==> src/rtl/cfir_pkg.sv <==
// Shared types and constants of the centred FIR filter.
// Used by the controller, the datapath, the top level and the checker.
package cfir_pkg;

   localparam int MAX_TAPS_DEF  = 1024;
   localparam int COEF_BITS_DEF = 18;

   localparam int SAMPLE_W    = 16;
   localparam int COEF_IN_W   = 18;
   localparam int INDEX_W     = 10;
   localparam int TAPS_CFG_W  = 10;
   localparam int REQ_DATA_W  = 48;
   localparam int RSP_DATA_W  = 16;

   localparam logic [TAPS_CFG_W-1:0] TAPS_CFG_RESET = 10'd3;
   localparam logic [9:0]            COUNT_MAX      = 10'd1023;

   typedef enum logic [1:0] {
      ACT_LOAD   = 2'd0,
      ACT_START  = 2'd1,
      ACT_SAMPLE = 2'd2,
      ACT_PAD    = 2'd3
   } action_type;

   typedef enum logic [1:0] {
      ST_IDLE,
      ST_RUN,
      ST_DRAIN
   } state_type;

   typedef struct packed {
      logic load_coef;
      logic start_rec;
      logic shift_in;
      logic acc_clear;
      logic issue;
      logic out_load;
   } cmd_type;

   typedef struct packed {
      logic                  emit;
      logic                  pipe_busy;
      logic [TAPS_CFG_W-1:0] taps;
   } status_type;

endpackage

==> src/rtl/cfir_ctrl.sv <==
// Sequencer of the centred FIR filter: handshakes, tap walk and result hand-off.
// Depends on cfir_pkg; drives cfir_datapath through command and status structs.
module cfir_ctrl #(
   parameter int MAX_TAPS = cfir_pkg::MAX_TAPS_DEF
) (
   input  logic                   clock,
   input  logic                   reset,
   input  logic                   req_tvalid,
   output logic                   req_tready,
   input  cfir_pkg::action_type   action,
   output logic                   rsp_tvalid,
   input  logic                   rsp_tready,
   input  cfir_pkg::status_type   status,
   output cfir_pkg::cmd_type      cmd,
   output logic [$clog2(MAX_TAPS)-1:0] tap_idx
);

   localparam int TAP_W = $clog2(MAX_TAPS);

   cfir_pkg::state_type state_ff, state_in;
   logic [TAP_W-1:0]    k_ff, k_in;
   logic                rsp_tvalid_ff, rsp_tvalid_in;
   logic                last_tap;

   assign last_tap   = (32'(k_ff) + 32'd1 == 32'(status.taps));
   assign tap_idx    = k_ff;
   assign rsp_tvalid = rsp_tvalid_ff;

   always_ff @(posedge clock) begin
      if (reset) begin
         state_ff      <= cfir_pkg::ST_IDLE;
         k_ff          <= '0;
         rsp_tvalid_ff <= 1'b0;
      end else begin
         state_ff      <= state_in;
         k_ff          <= k_in;
         rsp_tvalid_ff <= rsp_tvalid_in;
      end
   end

   always_comb begin
      state_in   = state_ff;
      k_in       = k_ff;
      cmd        = '0;
      req_tready = 1'b0;
      unique case (state_ff)
         cfir_pkg::ST_IDLE: begin
            req_tready = 1'b1;
            if (req_tvalid) begin
               unique case (action) inside
                  cfir_pkg::ACT_LOAD: begin
                     cmd.load_coef = 1'b1;
                  end
                  cfir_pkg::ACT_START: begin
                     cmd.start_rec = 1'b1;
                  end
                  cfir_pkg::ACT_SAMPLE, cfir_pkg::ACT_PAD: begin
                     cmd.shift_in = 1'b1;
                     if (status.emit) begin
                        cmd.acc_clear = 1'b1;
                        k_in          = '0;
                        // With no taps in use the sum is simply zero.
                        state_in = (status.taps == '0) ? cfir_pkg::ST_DRAIN
                                                       : cfir_pkg::ST_RUN;
                     end
                  end
                  default: begin
                     state_in = cfir_pkg::ST_IDLE;
                  end
               endcase
            end
         end
         cfir_pkg::ST_RUN: begin
            cmd.issue = 1'b1;
            if (last_tap) begin
               state_in = cfir_pkg::ST_DRAIN;
            end else begin
               k_in = k_ff + 1'b1;
            end
         end
         cfir_pkg::ST_DRAIN: begin
            if (!status.pipe_busy && (!rsp_tvalid_ff || rsp_tready)) begin
               cmd.out_load = 1'b1;
               state_in     = cfir_pkg::ST_IDLE;
            end
         end
         default: begin
            state_in = cfir_pkg::ST_IDLE;
         end
      endcase
      if (cmd.out_load) begin
         rsp_tvalid_in = 1'b1;
      end else if (rsp_tready) begin
         rsp_tvalid_in = 1'b0;
      end else begin
         rsp_tvalid_in = rsp_tvalid_ff;
      end
   end

endmodule

==> config.mk <==
export PLATFORM = sky130hd
export DESIGN_NAME = cfir_ctrl
export DESIGN_NICKNAME = d
export VERILOG_FILES = /design/src/rtl/cfir_pkg.sv /design/src/rtl/cfir_ctrl.sv
export SDC_FILE = /design/constraint.sdc
export NUM_CORES = 1
export LEC_CHECK = 0
export CORE_ASPECT_RATIO = 1.75
export CORE_UTILIZATION = 50
export CTS_CLUSTER_SIZE = 30
export DETAILED_ROUTE_END_ITERATION = 12
export DONT_BUFFER_PORTS = 1
export GPL_ROUTABILITY_DRIVEN = 0
export PLACE_DENSITY = 0.62
export SLEW_MARGIN = 20
export SYNTH_ARGS = -nofsm -noshare
export SYNTH_HDL_FRONTEND = slang
export SYNTH_SLANG_ARGS = --single-unit
==> constraint.sdc <==
create_clock -name clock -period 4.7 [get_ports clock]
set_clock_uncertainty 0.1 [all_clocks]
set_input_delay 0.94 -clock clock [delete_from_list [all_inputs] [get_ports clock]]
set_output_delay 0.94 -clock clock [all_outputs]
set_load 0.02 [all_outputs]
==> impl_metrics.tcl, run 1 <==
set metrics [dict create \
    fin_setup_tns_ps 0 \
    power.density_nw_per_um2 194.7 \
    yosys-top-cells-area "dfxtp_1 (22%), nand2_1 (7.4%), xnor2_1 (6.7%)" \
    crit_chain "inv_1 -> a21oi_1 -> nor3b_1" \
    cp_slowest_cell "nor3b_1" \
    crit_fanout 3 \
    power.leakage_nw 0.3859 \
    antenna_cells 0 \
    layout_min_cycle_time_ps 2903 \
    cts_resized 0 \
    path_class "input pin to output port" \
    syn-cell-area_sq_um 1172 \
    r2r_start "tap_idx[0]" \
    antenna_found_initial 0 \
    cts_tree "yes" \
    die-area_sq_um 2550 \
    regArea_sq_um 260.3 \
    postSynthNetCount 178 \
    slowest_delay_ps 670 \
    fin_nets 172 \
    ys_warn_count 0 \
    reg2regPathDepth 7 \
    holdBufCountCts 0 \
    startpoint_type "input pin" \
    finalCritPeriodShare_pct 61.76 \
    clkTransAtPathRegs_ps 80 \
    met1_usage_pct 28.36 \
    synthArstFlopShare_pct 0 \
    nFillCells 215 \
    hp-class "flop to flop" \
    cts_buffers 3 \
    synth_flop_cell "dfxtp_1" \
    wl_per_cell_um 17.76 \
    synth.most_common_cell "nand2_1" \
    fin_ws_ps 1797 \
    grt_max_degree 21 \
    area_delta_synth_final_pct -0.6401 \
    maxSlewViolCount 0 \
    place_inst 171 \
    peakVddDrop_mv 0.09811 \
    first_pass_iters 5 \
    drt_iter0_drc 68 \
    busiest_layer "met2" \
    yosys.cell_types.count 44 \
    yosys-top-cells-count "nand2_1 (23), dfxtp_1 (13), nand3_1 (12), xnor2_1 (9)" \
    post-dp-hpwl_um 2342 \
    die_x_um 38.61 \
    netlist_instances 158 \
    hp-start "rsp_tvalid" \
    ff2ff_setup_slack_ps 1810 \
    slew_headroom_pct 45.10 \
    hold_end "rsp_tvalid" \
    ys_ff_latch 13 \
    rsz0062_at_grt "false" \
    clock_path_buffers 2 \
    num_rows 22 \
    crit_cells 3 \
    multi_input_area_sq_um 810.8 \
    synth_edf_count 0 \
    critPathTopFamily "simple AND/OR/NAND/NOR gates" \
    pre_cts_ws_ps 1763 \
    grt_use_met3_pct 3.367 \
    grt_pass1_vias 1083 \
    grt_pass1_wl_um 4843 \
    gr-total-overflow 0 \
    finalPower_mw 0.2268 \
    fp.dieH_um 66.06 \
    synth_top_area_share_pct 22.20 \
    drv_cap 0 \
    setup_viol 0 \
    rr_endpoint "tap_idx[5]" \
    route.detailed.drc 0 \
    cts_setup_buffers 0 \
    cp-end-kind "output port" \
    start_util_pct 54.60 \
    io_buffers 0 \
    min_path_cells 2 \
    pin_count 36 \
    avgSynthCellArea_sq_um 7.420 \
    required_ps 3660 \
    root_buffer "clkbuf_4" \
    vias 1193 \
    ant_nets 0 \
    instances_no_fill 175 \
    drive_gt1_share_pct 7.947 \
    synth_top_area_cell "dfxtp_1" \
    yosysSeqAreaShare_pct 22.20 \
    crit_arrival_ps 1860 \
    timing.hold.ws_ps 515.2 \
    htree_levels 1 \
    clk_latency_ps 290 \
    status "complete, no violations" \
    core_sq_um 2147 \
    cts.sinks 13 \
    routed_wl_um 3108 \
    routed_via_density 6.817 \
    fmax_ghz 0.3445 \
    finalHoldViolations 0 \
    tightestPinTransition_ps 817.3 \
    use_met2_pct 48.54 \
    cp_num_buf_inv 1 \
    grt_util_all_layers_pct 26.18 \
]
[cell usage in the layout (no fill, tap or decap), drive strengths merged, types with 5 or more instances in the layout]
cell type   n
nand2      23
nor3        6
o21ai       5
xnor2      10
a41oi       6
o31ai       6
inv         8
nand3      12
nor2        8
dfxtp      13
nand4       5
[per-stage QoR]
| step | utilization [%] | cell area, sq um |
|---|---|---|
| CTS | 53.96 | 1159 |
| global placement | 52.74 | 1132 |
| finish | 54.25 | 1165 |
| global route | 54.25 | 1165 |
| detailed placement | 52.74 | 1132 |
| floorplan | - | 1172 |
[state kept, by name (all words and copies together), names as in the netlist]
register,cells
tap_idx,10
rsp_tvalid,1
state_ff,2
[power by group]
part	switching, mW	internal (mW)
Sequential	0.00384	0.111
Clock	0.0416	0.0330
Combinational	0.0238	0.0131
[metal layers]
| metal | share of wire, % | routed length [um] |
|---|---|---|
| met1 | 38 | 1193 |
| met2 | 52 | 1628 |
| met3 | 7.4 | 231 |
| met4 | 1.8 | 55 |
| met5 | 0 | 0 |
[kinds of logic (layout without fill, tap and decap cells)]
family / count (synthesis) / count (layout) / share of synthesized area [%]
AND/OR/NAND/NOR: 71 / 71 / 30.84
multiplexers: 1 / 1 / 0.8538
adder cells (fa/ha/maj): 2 / 2 / 2.134
XOR/XNOR: 12 / 12 / 9.606
AO/OA/AOI/OAI: 39 / 39 / 25.19
flip-flops: 13 / 13 / 22.20
buffers and inverters: 20 / 13 / 9.178
[worst max path at each step]
stage | endpoint | slack, ps | start
5_1_grt | cmd[4] | 1650 | state_ff[0]
6_report | cmd[0] | 1800 | rsp_tready
4_1_cts | tap_idx[5] | 1720 | tap_idx[0]
3_3_place_gp | tap_idx[5] | 1770 | tap_idx[0]
2_1_floorplan | tap_idx[6] | 2040 | status[0]
3_5_place_dp | tap_idx[5] | 1760 | status[3]
[layout make-up]
type / instances / share of cell area, %
inverter: 8 / 2.578
sequential: 13 / 22.34
clock buffer: 4 / 2.256
timing repair buffer: 1 / 0.6445
multi-input combinational: 125 / 69.60
tap: 24 / 2.578
[worst reg2reg max path, stage by stage, from the launching register on]
cell,delay (ps)
dfxtp_1,630
ha_1,340
xor2_1,170
a311oi_1,210
nand4_1,190
or4_1,710
o21ai_4,320
o31ai_1,110
No activity file was read; power rests on OpenSTA's default activity.
==> run 2: changes to the inputs <==
==> constraint.sdc (replaced) <==
create_clock -name clock -period 2.8 [get_ports clock]
set_clock_uncertainty 0.1 [all_clocks]
set_input_delay 0.56 -clock clock [delete_from_list [all_inputs] [get_ports clock]]
set_output_delay 0.56 -clock clock [all_outputs]
set_load 0.02 [all_outputs]
==> run 2 against run 1 <==
Against the previous run:
- hold slack worse by 290 ps
- sequential cell count unchanged
- combinational power rose by 89%
- count of clock-buffer cells in the layout did not move
- sequential power is 64% higher
- first-iteration DRC count fell by 22%
- utilization increased by 4.3 points
- largest power group unchanged
- via count is 2.6% higher
- clock power rose by 68%
==> impl_metrics.tcl, run 2 (same netlist as run 1, synthesis figures left out) <==
set metrics [dict create \
    status "complete, no violations" \
    maxSlewViolCount 0 \
    path_class "flop to flop" \
    r2r_start "tap_idx[5]" \
    regArea_sq_um 260.3 \
    cts_tree "yes" \
    io_buffers 0 \
    antenna_cells 0 \
    finalCritPeriodShare_pct 95.16 \
    fin_ws_ps 135.6 \
    required_ps 2910 \
    fin_setup_tns_ps 0 \
    first_pass_iters 4 \
    reg2regPathDepth 6 \
    vias 1224 \
    grt_pass1_wl_um 5161 \
    grt_util_all_layers_pct 28.33 \
    place_inst 184 \
    crit_fanout 8 \
    cts_setup_buffers 0 \
    rr_endpoint "tap_idx[4]" \
    min_path_cells 1 \
    hp-class "input pin to flop" \
    slew_headroom_pct 38.07 \
    grt_pass1_vias 1211 \
    largest_reg_flops 10 \
    critPathTopFamily "simple AND/OR/NAND/NOR gates" \
    die-area_sq_um 2550 \
    fin_nets 185 \
    gr-total-overflow 0 \
    nFillCells 223 \
    drv_cap 0 \
    holdBufCountCts 0 \
    num_rows 22 \
    rsz0062_at_grt "false" \
    drive_gt1_share_pct 14.63 \
    finalPower_mw 0.3841 \
    ant_nets 0 \
    post-dp-hpwl_um 2557 \
    drt_iter0_drc 53 \
    fmax_ghz 0.3753 \
    root_buffer "clkbuf_4" \
    peakVddDrop_mv 0.2248 \
    grt_max_degree 21 \
    hold_end "rsp_tvalid" \
    route.detailed.drc 0 \
    routed_wl_um 3182 \
    internal-power_mw 0.2681 \
    cts_resized 0 \
    final_common_cell "nand2_1" \
    finalHoldViolations 0 \
    hp-start "reset" \
    cts.sinks 13 \
    startpoint_type "flop" \
    instances_no_fill 188 \
    cts_buffers 3 \
    cp_slowest_cell "nor3_1" \
    routed_via_density 6.511 \
    timing.hold.ws_ps 225.6 \
    layout_min_cycle_time_ps 2664 \
    crit_chain "nand4_1 -> nor2_1 -> xnor2_1 -> nor3_1 -> a41oi_1 -> o31ai_1" \
    seqPwrFrac_pct 49.3 \
    clkTransAtPathRegs_ps 80 \
    slowest_delay_ps 790 \
    clk_latency_ps 290 \
    setup_viol 0 \
    p_sw_share_pct 30.18 \
    cp-end-kind "flop" \
    die_x_um 38.61 \
    p_sw_mw 0.1159 \
    multi_input_area_sq_um 804.5 \
    p_clk_share_pct 32.5 \
    htree_levels 1 \
    power.density_nw_per_um2 305.7 \
    antenna_found_initial 0 \
    core_sq_um 2147 \
    layout_common_cells "nand2_1 (23), buf_4 (14), dfxtp_1 (13)" \
    crit_arrival_ps 2780 \
    combPwrFrac_pct 18.2 \
    power.leakage_nw 0.4553 \
    ff2ff_setup_slack_ps 140 \
    fp.dieH_um 66.06 \
    pre_cts_ws_ps 230.8 \
    wl_per_cell_um 16.93 \
    cp_num_buf_inv 0 \
    tightestPinTransition_ps 921.8 \
    area_delta_synth_final_pct 7.150 \
    clock_path_buffers 2 \
    start_util_pct 54.60 \
    pin_count 36 \
]
run 2: worst register-to-register path, cell delays in order (launching register included):
cell	delay, ps
dfxtp_1	510
nand4_1	240
nor2_1	370
xnor2_1	220
nor3_1	790
a41oi_1	250
o31ai_1	110
run 2: power by group through the flow:
stage | logic, mW | registers (mW) | clock network (mW)
final | 0.0697 | 0.189 | 0.125
after floorplan | 0.0500 | 0.197 | 0
after global routing | 0.0761 | 0.190 | 0.133
after detailed placement | 0.0693 | 0.194 | 0
after CTS | 0.0695 | 0.189 | 0.126
after global placement | 0.0681 | 0.194 | 0
run 2: metrics by stage:
| step | utilization (%) | cell area (sq um) |
|---|---|---|
| 3_5_place_dp | 57.28 | 1230 |
| 3_3_place_gp | 57.28 | 1230 |
| 4_1_cts | 58.51 | 1256 |
| 6_report | 58.51 | 1256 |
| 5_1_grt | 58.51 | 1256 |
| 2_1_floorplan | - | 1172 |
run 2: worst max path at each step:
stage | from | to | slack [ps] | cells after the start
floorplan | tap_idx[0] | tap_idx[6] | 210 | 8
global placement | tap_idx[0] | tap_idx[6] | 280 | 7
detailed placement | tap_idx[0] | tap_idx[0] | 230 | 7
CTS | tap_idx[4] | tap_idx[0] | 210 | 6
global route | tap_idx[5] | tap_idx[4] | 6 | 6
finish | tap_idx[5] | tap_idx[4] | 140 | 6
run 2: area by class of cell:
class	count	area share, %
Multi-Input combinational cell	125	64.04
Tap cell	24	2.390
Timing Repair Buffer	14	8.367
Clock buffer	4	2.092
Sequential cell	13	20.72
Inverter	8	2.390
run 2: layer usage:
| layer | global-route usage [%] | routed length, um | up-vias |
|---|---|---|---|
| met5 | 0 | 0 | - |
| met4 | 19.83 | 196 | 0 |
| met3 | 5.051 | 205 | 15 |
| met2 | 51.25 | 1661 | 56 |
| met1 | 26.04 | 1118 | 557 |
| li1 | - | - | 596 |
==> run 3: changes to the inputs <==
--- a/config.mk
+++ b/config.mk
@@ -12,6 +12,7 @@
 export DONT_BUFFER_PORTS = 1
 export GPL_ROUTABILITY_DRIVEN = 0
 export PLACE_DENSITY = 0.62
+export REMOVE_ABC_BUFFERS = 1
 export SLEW_MARGIN = 20
 export SYNTH_ARGS = -nofsm -noshare
 export SYNTH_HDL_FRONTEND = slang
==> run 3 against run 2 <==
Against the previous run:
- critical path depth rose by 1
- design area is 1.2% higher
- sequential cell count stayed put
- setup slack better by 98 ps
- utilization increased by 0.70 points
- combinational power up 4.9%
- highest routed layer unchanged
==> impl_metrics.tcl, run 3 (same netlist as run 1, synthesis figures left out) <==
set metrics [dict create \
    tightestPinTransition_ps 609.0 \
    die_x_um 38.61 \
    finalCritPeriodShare_pct 91.64 \
    holdBufCountCts 0 \
    hp-class "input pin to flop" \
    largest_reg_flops 10 \
    gr-total-overflow 0 \
    ant_nets 0 \
    antenna_cells 0 \
    fin_setup_tns_ps 0 \
    post-dp-hpwl_um 2530 \
    vias 1241 \
    status "complete, no violations" \
    fin_nets 187 \
    finalHoldViolations 0 \
    routed_via_density 6.532 \
    grt_util_all_layers_pct 29.11 \
    layout_common_cells "nand2_1 (23), buf_4 (16), dfxtp_1 (13)" \
    fmax_ghz 0.3897 \
    cts_resized 0 \
    power.density_nw_per_um2 315.3 \
    multi_input_area_sq_um 804.5 \
    cts_buffers 3 \
    routed_wl_um 3294 \
    fin_ws_ps 234.1 \
    instances_no_fill 190 \
    regArea_sq_um 260.3 \
    drive_gt1_share_pct 15.66 \
    wl_per_cell_um 17.34 \
    slew_headroom_pct 59.09 \
    fp.dieH_um 66.06 \
    peakVddDrop_mv 0.2288 \
    crit_fanout 8 \
    ff2ff_setup_slack_ps 230 \
    rr_endpoint "tap_idx[0]" \
    layout_min_cycle_time_ps 2566 \
    grt_pass1_wl_um 5257 \
    first_pass_iters 4 \
    cp-end-kind "flop" \
    clkTransAtPathRegs_ps 100 \
    cts_setup_buffers 0 \
    power.leakage_nw 0.4653 \
    drv_cap 0 \
    pin_count 36 \
    grt_pass1_vias 1204 \
    io_buffers 0 \
    maxSlewViolCount 0 \
    nFillCells 219 \
    timing.hold.ws_ps 212.0 \
    endpoint "tap_idx[0]" \
    crit_arrival_ps 2660 \
    reg2regPathDepth 7 \
    route.detailed.drc 0 \
    rsz0062_at_grt "false" \
    final_common_cell "nand2_1" \
    drt_iter0_drc 56 \
    place_inst 186 \
    crit_start "tap_idx[0]" \
    cts.sinks 13 \
    pre_cts_ws_ps 311.3 \
    start_util_pct 54.60 \
    root_buffer "clkbuf_4" \
    antenna_found_initial 0 \
    cts_tree "yes" \
    crit_chain "ha_1 -> xor2_1 -> a311oi_1 -> nand4_1 -> or4_1 -> o21ai_4 -> mux2i_1" \
    cp_slowest_cell "or4_1" \
    grt_max_degree 21 \
    die-area_sq_um 2550 \
    path_class "flop to flop" \
    setup_viol 0 \
    r2r_start "tap_idx[0]" \
    core_sq_um 2147 \
    startpoint_type "flop" \
    clock_path_buffers 2 \
    required_ps 2890 \
    area_delta_synth_final_pct 8.431 \
    slowest_delay_ps 680 \
    htree_levels 1 \
    clk_latency_ps 310 \
    num_rows 22 \
]
-- run 3: cell types whose count changed in the layout (fill, tap and decap cells not counted), sizes merged --
cell  before  now
buf       14   16
-- run 3: final cells by class --
class,count,share of cell area [%]
multi-input combinational,125,63.29
sequential,13,20.47
timing repair buffer,16,9.449
inverter,8,2.362
tap,24,2.362
clock buffer,4,2.067
-- run 3: per-layer routing --
layer | vias to the layer above | global-route usage, % | wire length (um)
met3 | 9 | 6.061 | 248
met2 | 61 | 51.67 | 1754
li1 | 600 | - | -
met4 | 0 | 15.52 | 99
met1 | 571 | 29.56 | 1192
met5 | - | 0 | 0
-- run 3: critical path: cells and delay by family (launching register included) --
kind	cells	cell delay [ps]
AND/OR/NAND/NOR	2	850
AO/OA/AOI/OAI	2	530
flip-flops	1	330
adder cells (fa/ha/maj)	1	320
XOR/XNOR	1	180
multiplexers	1	130
-- run 3: power by group --
| group | switching (mW) | internal [mW] | total [mW] |
|---|---|---|---|
| clock network | 0.0823 | 0.0557 | 0.138 |
| registers | 0.00256 | 0.187 | 0.190 |
| logic | 0.0451 | 0.0280 | 0.0731 |
-- run 3: worst min-delay path by stage --
stage | start | endpoint | slack, ps | cells past startpoint
6_report | reset | state_ff[1] | 210 | 1
3_5_place_dp | rsp_tvalid | rsp_tvalid | 510 | 2
3_3_place_gp | rsp_tvalid | rsp_tvalid | 510 | 2
4_1_cts | reset | state_ff[1] | 230 | 1
2_1_floorplan | tap_idx[1] | tap_idx[1] | 490 | 2
5_1_grt | reset | state_ff[1] | 220 | 1
-- run 3: through the flow --
stage	cell area, sq um	utilization, %	total power [mW]
4_1_cts	1271	59.21	0.3911
2_1_floorplan	1095	-	0.2457
3_5_place_dp	1245	57.98	0.2660
3_3_place_gp	1245	57.98	0.2649
5_1_grt	1271	59.21	0.4086
6_report	1271	59.21	0.4008
